File: config.mk
export PLATFORM = sky130hd
export DESIGN_NAME = gamepad_report_change_events
export DESIGN_NICKNAME = d
export VERILOG_FILES = /design/src/sv/gre_pkg.sv /design/src/sv/gamepad_report_change_events.sv /design/src/sv/gre_front.sv /design/src/sv/gre_fifo.sv /design/src/sv/gre_back.sv
export VERILOG_INCLUDE_DIRS = /design/src /design/src/sv
export SDC_FILE = /design/constraint.sdc
export NUM_CORES = 1
export LEC_CHECK = 0
export ABC_AREA = 1
export BUFFER_PORTS_ARGS = -buffer_cell sky130_fd_sc_hd__buf_2
export CAP_MARGIN = 20
export CORE_MARGIN = 10
export CORE_UTILIZATION = 45
export CTS_BUF_LIST = sky130_fd_sc_hd__clkbuf_2 sky130_fd_sc_hd__clkbuf_4 sky130_fd_sc_hd__clkbuf_8
export CTS_CLUSTER_SIZE = 14
export DETAILED_ROUTE_END_ITERATION = 16
export PLACE_DENSITY = 0.59
export SETUP_SLACK_MARGIN = 0.02
export SYNTH_ARGS = -nofsm -noshare
export SYNTH_HDL_FRONTEND = slang
export SYNTH_SLANG_ARGS = --single-unit
File: constraint.sdc
create_clock -name aclk -period 13.77 [get_ports aclk]
set_input_delay 1.377 -clock aclk [delete_from_list [all_inputs] [get_ports aclk]]
set_output_delay 1.377 -clock aclk [all_outputs]
set_load 0.02 [all_outputs]
File: src/sv/gamepad_report_change_events_macros.svh
// Assertion macros shared by the gamepad report change event block.
`ifndef GAMEPAD_REPORT_CHANGE_EVENTS_MACROS_SVH
`define GAMEPAD_REPORT_CHANGE_EVENTS_MACROS_SVH

// Same-cycle implication, checked outside reset.
`define GRE_ASSERT_NOW(label, clk, rstn, ante, cons) \
    label: assert property (@(posedge clk) disable iff (!(rstn)) (ante) |-> (cons)) \
        else $error("gamepad report change events: same-cycle check failed");

// Next-cycle implication, checked outside reset.
`define GRE_ASSERT_NEXT(label, clk, rstn, ante, cons) \
    label: assert property (@(posedge clk) disable iff (!(rstn)) (ante) |=> (cons)) \
        else $error("gamepad report change events: next-cycle check failed");

`endif

File: src/sv/gre_pkg.sv
// Shared types and constants of the gamepad report change event block.
package gre_pkg;

    localparam int ALL_AXES     = 5;
    localparam int AXIS_BYTES   = 5;
    localparam int BUTTON_BITS  = 12;
    localparam int BUTTON_COUNT = 12;
    localparam int BTN_IDX_W    = $clog2(BUTTON_BITS);
    localparam int FIFO_DEPTH   = 4;
    localparam int FIFO_AW      = $clog2(FIFO_DEPTH);

    localparam logic [7:0] AXIS_RESET = 8'h0D;
    localparam logic [7:0] HAT_RESET  = 8'hDE;
    localparam logic [3:0] HAT_MASK   = 4'hF;
    localparam logic [BUTTON_BITS-1:0] BUTTON_EMIT_MASK =
        BUTTON_BITS'((64'd1 << BUTTON_COUNT) - 64'd1);

    typedef logic [ALL_AXES-1:0][7:0] axis_vec_t;

    typedef enum logic [1:0] {
        EV_AXES = 2'd0,
        EV_HAT  = 2'd1,
        EV_DOWN = 2'd2,
        EV_UP   = 2'd3
    } event_kind_t;

    // One classified report waiting to be turned into events.
    typedef struct packed {
        axis_vec_t              axes;
        logic                   axes_chg;
        logic [3:0]             hat;
        logic                   hat_chg;
        logic [BUTTON_BITS-1:0] buttons;
        logic [BUTTON_BITS-1:0] btn_chg;
    } job_t;

    typedef struct packed {
        logic full;
        logic valid;
    } fifo_stat_t;

endpackage

File: src/sv/gamepad_report_change_events.sv
// Top level of the gamepad report change event block.
//
// Each input beat is one gamepad report (five axis bytes, hat plus buttons 1-4,
// buttons 5-12). The block compares it with the last report and sends out a run
// of events: an axes event carrying all five axes if any axis changed, a hat
// event if the hat changed, then one down or up event per changed button in
// ascending button number; m_last_event marks the final beat of a run, and an
// unchanged report yields no beat. After reset the first report always gives a
// hat event. Rate: the front end takes one report per clock as long as the
// four-entry queue has room; the back end sends one event per clock while
// m_ready is high, a report causes 1 to 14 events, and consecutive runs
// follow each other with no gap. An accepted report passes through the
// queue and the back end's job register before its first event beat is
// registered into the output. The output is registered, so a stalled
// result never blocks the input side until the queue fills.
`include "gamepad_report_change_events_macros.svh"

module gamepad_report_change_events
    import gre_pkg::*;
(
    input  logic       aclk,
    input  logic       aresetn,
    input  logic       s_valid,
    output logic       s_ready,
    input  logic [7:0] s_axis_x,
    input  logic [7:0] s_axis_y,
    input  logic [7:0] s_axis_z1,
    input  logic [7:0] s_axis_z2,
    input  logic [7:0] s_axis_rz,
    input  logic [7:0] s_hat_and_low_buttons,
    input  logic [7:0] s_high_buttons,
    output logic       m_valid,
    input  logic       m_ready,
    output logic [1:0] m_event_kind,
    output logic [7:0] m_out_x,
    output logic [7:0] m_out_y,
    output logic [7:0] m_out_z1,
    output logic [7:0] m_out_z2,
    output logic [7:0] m_out_rz,
    output logic [3:0] m_hat_value,
    output logic [3:0] m_button_number,
    output logic       m_last_event
);

    fifo_stat_t  fifo_stat;
    logic        push;
    logic        pop;
    job_t        push_job;
    job_t        pop_job;
    event_kind_t kind;
    logic        job_has_event;
    logic        axes_zero;
    logic        button_event;
    logic        button_ok;

    // Classify each report and keep the compare state.
    gre_front u_front (
        .aclk                  (aclk),
        .aresetn               (aresetn),
        .s_valid               (s_valid),
        .s_ready               (s_ready),
        .s_axis_x              (s_axis_x),
        .s_axis_y              (s_axis_y),
        .s_axis_z1             (s_axis_z1),
        .s_axis_z2             (s_axis_z2),
        .s_axis_rz             (s_axis_rz),
        .s_hat_and_low_buttons (s_hat_and_low_buttons),
        .s_high_buttons        (s_high_buttons),
        .fifo_stat             (fifo_stat),
        .push                  (push),
        .push_job              (push_job)
    );

    // Decouple classification from event output.
    gre_fifo u_fifo (
        .aclk     (aclk),
        .aresetn  (aresetn),
        .push     (push),
        .push_job (push_job),
        .pop      (pop),
        .pop_job  (pop_job),
        .stat     (fifo_stat)
    );

    // Serialize each queued report into event beats.
    gre_back u_back (
        .aclk            (aclk),
        .aresetn         (aresetn),
        .fifo_stat       (fifo_stat),
        .pop_job         (pop_job),
        .pop             (pop),
        .m_valid         (m_valid),
        .m_ready         (m_ready),
        .m_event_kind    (kind),
        .m_out_x         (m_out_x),
        .m_out_y         (m_out_y),
        .m_out_z1        (m_out_z1),
        .m_out_z2        (m_out_z2),
        .m_out_rz        (m_out_rz),
        .m_hat_value     (m_hat_value),
        .m_button_number (m_button_number),
        .m_last_event    (m_last_event)
    );

    assign m_event_kind = kind;

    assign job_has_event = pop_job.axes_chg || pop_job.hat_chg || (pop_job.btn_chg != '0);
    assign axes_zero     = (m_out_x == 8'd0) && (m_out_y == 8'd0) && (m_out_z1 == 8'd0) &&
                           (m_out_z2 == 8'd0) && (m_out_rz == 8'd0);
    assign button_event  = (kind == EV_DOWN) || (kind == EV_UP);
    assign button_ok     = button_event ? ((m_button_number != 4'd0) &&
                                           (m_button_number <= 4'(BUTTON_COUNT)))
                                        : (m_button_number == 4'd0);

    // A queued report always carries at least one event.
    `GRE_ASSERT_NOW(a_job_not_empty, aclk, aresetn, fifo_stat.valid, job_has_event)
    // Never write into a full queue.
    `GRE_ASSERT_NOW(a_no_overflow, aclk, aresetn, push, !fifo_stat.full)
    // Fields that do not apply to an event are zero.
    `GRE_ASSERT_NOW(a_unused_zero, aclk, aresetn, m_valid && (kind != EV_AXES), axes_zero)
    // Button events carry a button number in range, others carry none.
    `GRE_ASSERT_NOW(a_button_range, aclk, aresetn, m_valid, button_ok)
    // An accepted report that causes events reaches the queue the next cycle.
    `GRE_ASSERT_NEXT(a_push_lands, aclk, aresetn, push, fifo_stat.valid)

endmodule

File: src/sv/gre_front.sv
// Front end: accept a report, compare it with the stored state, queue the changes.
module gre_front
    import gre_pkg::*;
(
    input  logic       aclk,
    input  logic       aresetn,
    input  logic       s_valid,
    output logic       s_ready,
    input  logic [7:0] s_axis_x,
    input  logic [7:0] s_axis_y,
    input  logic [7:0] s_axis_z1,
    input  logic [7:0] s_axis_z2,
    input  logic [7:0] s_axis_rz,
    input  logic [7:0] s_hat_and_low_buttons,
    input  logic [7:0] s_high_buttons,
    input  fifo_stat_t fifo_stat,
    output logic       push,
    output job_t       push_job
);

    logic [AXIS_BYTES-1:0][7:0] prev_axes_reg;
    logic [7:0]                 prev_hat_reg;
    logic [BUTTON_BITS-1:0]     prev_buttons_reg;

    axis_vec_t              axes;
    logic [3:0]             hat;
    logic [BUTTON_BITS-1:0] buttons;
    logic                   axes_diff;
    logic                   accept;

    assign axes    = {s_axis_rz, s_axis_z2, s_axis_z1, s_axis_y, s_axis_x};
    assign hat     = s_hat_and_low_buttons[3:0] & HAT_MASK;
    assign buttons = BUTTON_BITS'({s_high_buttons, s_hat_and_low_buttons[7:4]});

    assign s_ready = !fifo_stat.full;
    assign accept  = s_valid && s_ready;

    always_comb begin
        axes_diff = 1'b0;
        for (int i = 0; i < AXIS_BYTES; i++) begin
            if (axes[i] != prev_axes_reg[i]) begin
                axes_diff = 1'b1;
            end
        end
    end

    always_comb begin
        push_job.axes     = axes;
        push_job.axes_chg = axes_diff;
        push_job.hat      = hat;
        push_job.hat_chg  = ({4'h0, hat} != prev_hat_reg);
        push_job.buttons  = buttons;
        push_job.btn_chg  = (buttons ^ prev_buttons_reg) & BUTTON_EMIT_MASK;
    end

    // Drop reports that change nothing.
    assign push = accept && (push_job.axes_chg || push_job.hat_chg ||
                             (push_job.btn_chg != '0));

    // Storing the report unconditionally matches storing only on change.
    always_ff @(posedge aclk) begin
        if (!aresetn) begin
            for (int i = 0; i < AXIS_BYTES; i++) begin
                prev_axes_reg[i] <= AXIS_RESET;
            end
            prev_hat_reg     <= HAT_RESET;
            prev_buttons_reg <= '0;
        end else if (accept) begin
            for (int i = 0; i < AXIS_BYTES; i++) begin
                prev_axes_reg[i] <= axes[i];
            end
            prev_hat_reg     <= {4'h0, hat};
            prev_buttons_reg <= buttons;
        end
    end

endmodule

File: src/sv/gre_fifo.sv
// Short queue of classified reports between the front and back ends.
module gre_fifo
    import gre_pkg::*;
(
    input  logic       aclk,
    input  logic       aresetn,
    input  logic       push,
    input  job_t       push_job,
    input  logic       pop,
    output job_t       pop_job,
    output fifo_stat_t stat
);

    job_t               mem_reg [FIFO_DEPTH];
    logic [FIFO_AW-1:0] wr_ptr_reg;
    logic [FIFO_AW-1:0] rd_ptr_reg;
    logic [FIFO_AW:0]   count_reg;
    logic [FIFO_AW:0]   count_next;

    assign stat.full  = (count_reg == (FIFO_AW+1)'(FIFO_DEPTH));
    assign stat.valid = (count_reg != '0);
    assign pop_job    = mem_reg[rd_ptr_reg];

    always_comb begin
        count_next = count_reg;
        if (push && !pop) begin
            count_next = count_reg + (FIFO_AW+1)'(1);
        end else if (pop && !push) begin
            count_next = count_reg - (FIFO_AW+1)'(1);
        end
    end

    always_ff @(posedge aclk) begin
        if (!aresetn) begin
            wr_ptr_reg <= '0;
            rd_ptr_reg <= '0;
            count_reg  <= '0;
        end else begin
            if (push) begin
                wr_ptr_reg <= wr_ptr_reg + FIFO_AW'(1);
            end
            if (pop) begin
                rd_ptr_reg <= rd_ptr_reg + FIFO_AW'(1);
            end
            count_reg <= count_next;
        end
    end

    always_ff @(posedge aclk) begin
        if (push) begin
            mem_reg[wr_ptr_reg] <= push_job;
        end
    end

endmodule

File: src/sv/gre_back.sv
// Back end: turn a queued report into events, one beat per cycle unless stalled.
module gre_back
    import gre_pkg::*;
(
    input  logic        aclk,
    input  logic        aresetn,
    input  fifo_stat_t  fifo_stat,
    input  job_t        pop_job,
    output logic        pop,
    output logic        m_valid,
    input  logic        m_ready,
    output event_kind_t m_event_kind,
    output logic [7:0]  m_out_x,
    output logic [7:0]  m_out_y,
    output logic [7:0]  m_out_z1,
    output logic [7:0]  m_out_z2,
    output logic [7:0]  m_out_rz,
    output logic [3:0]  m_hat_value,
    output logic [3:0]  m_button_number,
    output logic        m_last_event
);

    function automatic logic [BTN_IDX_W-1:0] lowest_set(input logic [BUTTON_BITS-1:0] m);
        logic [BTN_IDX_W-1:0] idx;
        idx = '0;
        for (int i = BUTTON_BITS - 1; i >= 0; i--) begin
            if (m[i]) begin
                idx = BTN_IDX_W'(i);
            end
        end
        return idx;
    endfunction

    job_t                 job_reg, job_next;
    logic                 job_valid_reg, job_valid_next;
    job_t                 job_after;
    logic                 load_out;
    logic                 last;
    logic [BTN_IDX_W-1:0] btn_idx;

    logic        m_valid_reg;
    event_kind_t kind_reg, kind_next;
    axis_vec_t   axes_reg, axes_next;
    logic [3:0]  hat_reg, hat_next;
    logic [3:0]  button_reg, button_next;
    logic        last_reg;

    assign load_out = job_valid_reg && (!m_valid_reg || m_ready);
    assign btn_idx  = lowest_set(job_reg.btn_chg);

    // Pick the next event: axes first, then hat, then the lowest changed button.
    always_comb begin
        job_after   = job_reg;
        kind_next   = EV_AXES;
        axes_next   = '0;
        hat_next    = '0;
        button_next = '0;
        if (job_reg.axes_chg) begin
            kind_next          = EV_AXES;
            axes_next          = job_reg.axes;
            job_after.axes_chg = 1'b0;
        end else if (job_reg.hat_chg) begin
            kind_next         = EV_HAT;
            hat_next          = job_reg.hat;
            job_after.hat_chg = 1'b0;
        end else begin
            kind_next         = job_reg.buttons[btn_idx] ? EV_DOWN : EV_UP;
            button_next       = 4'(btn_idx) + 4'd1;
            job_after.btn_chg = job_reg.btn_chg & (job_reg.btn_chg - BUTTON_BITS'(1));
        end
        last = !(job_after.axes_chg || job_after.hat_chg || (job_after.btn_chg != '0));
    end

    // Refill the job register as its final event leaves, so runs stay gapless.
    always_comb begin
        pop            = fifo_stat.valid && (!job_valid_reg || (load_out && last));
        job_next       = job_reg;
        job_valid_next = job_valid_reg;
        if (pop) begin
            job_next       = pop_job;
            job_valid_next = 1'b1;
        end else if (load_out) begin
            job_next       = job_after;
            job_valid_next = !last;
        end
    end

    always_ff @(posedge aclk) begin
        if (!aresetn) begin
            job_valid_reg <= 1'b0;
            m_valid_reg   <= 1'b0;
        end else begin
            job_valid_reg <= job_valid_next;
            if (load_out) begin
                m_valid_reg <= 1'b1;
            end else if (m_ready) begin
                m_valid_reg <= 1'b0;
            end
        end
    end

    always_ff @(posedge aclk) begin
        job_reg <= job_next;
        if (load_out) begin
            kind_reg   <= kind_next;
            axes_reg   <= axes_next;
            hat_reg    <= hat_next;
            button_reg <= button_next;
            last_reg   <= last;
        end
    end

    assign m_valid         = m_valid_reg;
    assign m_event_kind    = kind_reg;
    assign m_out_x         = axes_reg[0];
    assign m_out_y         = axes_reg[1];
    assign m_out_z1        = axes_reg[2];
    assign m_out_z2        = axes_reg[3];
    assign m_out_rz        = axes_reg[4];
    assign m_hat_value     = hat_reg;
    assign m_button_number = button_reg;
    assign m_last_event    = last_reg;

endmodule

==> flow_summary_export.csv <==
group,metric,value,unit
outcome,status,"finished clean",
synth,synth_seq_cells,469,
synth,yosys_warnings,0,
layout,finalNetCount,1719,
worst_setup_path,worstPathArrival,4.40,ns
synth,synth_cell_types,37,
global_route,grt_start_max_net_pins,102,
clock_tree,root_buffer,"clkbuf_8",
global_route,grt-ovfl-total,0,
worst_setup_path,cpLargestDelayFamily,"simple AND/OR/NAND/NOR gates",
power,p_per_area,214,mW/mm^2
routing,wire_per_inst,18.6,microns
clock_tree,clk_pin_slew_worst_paths,0.06,ns
floorplanning,die_h,224,microns
worst_setup_path,path_max_fanout,40,
synth,syn-cell-area,0.0187,sq mm
routing,via_per_inst,5.07,
global_route,antenna_found_initial,3,
worst_setup_path,path_class,"in -> reg",
placement,dp_cells,2101,
layout,fillCellCount,3549,
sta,fin_skew,0.0226,ns
global_route,track_usage,16.4,%
min_path,hold_path.class,"reg -> reg",
sta,fin_crit,4.17,ns
routing,drt_iter0_markers,745,
sta,fin_crit_sh,30.3,%
sta,grt_setup_unrepaired,"false",
clock_tree,ctsHoldBuffers,0,
floorplanning,dieArea,0.0502,sq mm
power,power_frac_clock,26.9,%
run,cap_violations,0,
layout,largest_reg_flops,280,
synth,synth-main-ff-cell,"edfxtp_1",
worst_setup_path,cp.required,14.01,ns
worst_setup_path,end_kind,"register",
floorplanning,coreArea,0.0410,sq mm
global_route,grt_pass1_wl,65000,microns
clock_tree,clockBufferDepth,3,
clock_tree,clock-sinks,469,
power,share_comb_of_total_power,27.8,%
worst_setup_path,crit_slowest_cell,"nor2_4",
routing,num_vias,11400,
power,p_seq_share,45.2,%
routing,first_pass_iters,4,
sta,slew_viol_final,0,
sta,relSlewSlack,28.4,%
routing,ant_nets,0,
clock_tree,post-cts-setup-buffer-count,0,
synth,synth_edf_count,401,
power,cell_internal_pwr,2.99,mW
clock_tree,cts_tree,"done",
layout,instances_no_fill,2250,
clock_tree,clock_latency,0.62,ns
sta,worst_pin_slew,1.07,ns
sta,fin_setup_tns,0,ns
global_route,grt_pass1_vias,11300,
layout,area_growth,14.2,%
worst_setup_path,slowest_delay,0.91,ns
clock_tree,cts_buffers,79,
synth,avgSynthCellArea,12.3,sq um
synth,netlist_instances,1521,
synth,syn_nets,1588,
routing,drc,0,
sta,fmax,240,MHz
worst_setup_path,crit_chain,"buf_2 -> inv_1 -> or2_2 -> nand3_1 -> nor2_1 -> nand2_1 -> nor2_1 -> nand4_1 -> nor2_1 -> nand4_1 -> nand2_1 -> nor2_4 -> buf_4",
floorplanning,rows,74,
synth,async_reset_ff_share,0,%
sta,timing_hold_violations_final,0,
placement,dp_hpwl,23100,microns
sta,setup_viol,0,
layout,utilization,52.2,%
clock_tree,post_cts_resized,0,
power,peakVddDrop,0.000134,V
worst_setup_path,startpoint_type,"input port",
layout,layout-drive-gt1-share,20.1,%
floorplanning,die_w,224,microns
worst_setup_path,cpMostUsedCell,"nor2_1",
power,p_leak,8.34,nW
floorplanning,initial_core_util,45.7,%
synth,synth-seq-area-share,71.6,%
floorplanning,io_pins,113,
placement,place_congestion,0.803,
power,p_switching,1.59,mW
power,swShare,34.8,%
placement,portBuffers,112,
clock_tree,htree_levels,3,
routing,routed_wl,41800,microns
worst_setup_path,cp_num_buf_inv,3,
## layout make-up
| cell class | instances | area, sq um | share of cell area [%] |
|---|---|---|---|
| Multi-Input combinational cell | 881 | 4640 | 21.7 |
| Timing Repair Buffer | 127 | 713 | 3.33 |
| Inverter | 94 | 372 | 1.74 |
| Clock inverter | 20 | 98.8 | 0.462 |
| Sequential cell | 469 | 13400 | 62.7 |
| Antenna cell | 1 | 2.50 | 0.0117 |
| Clock buffer | 126 | 1500 | 6.99 |
| Tap cell | 532 | 666 | 3.11 |
## worst reg2reg max path, cell delays in order, from the launching register on
cell      delay [ns]
edfxtp_1        0.47
buf_4           0.53
nand2_1         0.17
nand3_1         0.12
nor2_1          0.05
and2_2          0.21
nand2_1         0.10
nand2_4         0.08
nand2_8         0.55
ha_1            0.31
inv_1           0.07
fa_1            0.37
a21oi_1         0.14
o21ai_0         0.11
o21ai_0         0.17
a21oi_1         0.05
## routing by layer
metal	vias up	global-route usage, %	wire (microns)	share of wire, %
met1	5546	21.8	19400	46
li1	5564	-	-	-
met2	243	26.3	19600	47
met5	-	0	18	0.043
met4	4	5.00	619	1.5
met3	53	3.92	2180	5.2
## synth_stat cells (2+ instances only)
library cell / count / share of area [%]
edfxtp_1: 401 / 64
nand2_1: 326 / 6.5
nor2_1: 144 / 2.9
a21oi_1: 129 / 3.4
inv_1: 89 / 1.8
o21ai_0: 77 / 2.1
dfxtp_1: 68 / 7.3
clkbuf_1: 63 / 1.3
a211oi_2: 56 / 3.7
nand3_1: 36 / 0.96
xnor2_1: 31 / 1.4
xor2_1: 23 / 1.1
o22ai_1: 13 / 0.43
o21ai_1: 12 / 0.32
buf_6: 9 / 0.54
ha_1: 6 / 0.40
buf_1: 5 / 0.10
nor3_1: 5 / 0.13
nand4_1: 4 / 0.13
or2_2: 4 / 0.13
nor4_1: 3 / 0.10
inv_2: 2 / 0.040
## cell families after synthesis
kind of cell	share of synthesized area [%]
and+or+nand+nor	11.4
AOI/OAI and AO/OA	10.1
buffers and inverters	3.87
DFF	71.6
xor gates and xnor gates	2.53
adders and majority gates	0.508
## path summary, 6_finish.rpt
check / startpoint / endpoint / slack (ns) / depth (start not counted)
worst max register to register: u_back.job_reg[29] / u_fifo.count_reg[2] / 10.13 / 15
worst max-delay path: s_axis_x[6] / u_fifo.mem_reg[0][43] / 9.60 / 13
worst min register to register: u_front.prev_axes_reg[36] / u_front.prev_axes_reg[36] / 0.47 / 2
worst min-delay path: u_front.prev_axes_reg[36] / u_front.prev_axes_reg[36] / 0.47 / 2
## power by group through the flow
stage	Sequential, mW	Clock, mW	Combinational [mW]
finish	2.07	1.23	1.28
global route	2.11	1.33	1.43
CTS	2.08	1.27	1.29
detailed placement	2.10	0	1.28
global placement	2.10	0	1.26
floorplan	2.12	0	0.880
## through the flow
step,cell area [sq um],power [mW],hold slack (ns),setup slack (ns)
2_1_floorplan,18700,3.00,0.442,8.07
3_3_place_gp,19700,3.36,0.460,9.06
3_5_place_dp,19700,3.38,0.467,8.95
4_1_cts,21300,4.63,0.471,9.61
5_1_grt,21400,4.86,0.492,9.38
6_report,21400,4.58,0.467,9.60
## cells in the final DEF, fill, tap and decap left out, drive strengths merged, types with 3 or more instances in the layout
master | netlist | layout
edfxtp | 401 | 401
nand2 | 328 | 328
nor2 | 147 | 147
a21oi | 129 | 129
buf | 14 | 127
clkbuf | 63 | 126
inv | 92 | 92
o21ai | 89 | 89
dfxtp | 68 | 68
a211oi | 57 | 57
nand3 | 37 | 37
xnor2 | 31 | 31
xor2 | 23 | 23
clkinv | 2 | 18
o22ai | 13 | 13
ha | 6 | 6
nor3 | 5 | 5
nand4 | 4 | 4
or2 | 4 | 4
clkinvlp | 0 | 4
nor4 | 3 | 3
Note: power is estimated with default switching activity, not from simulation.
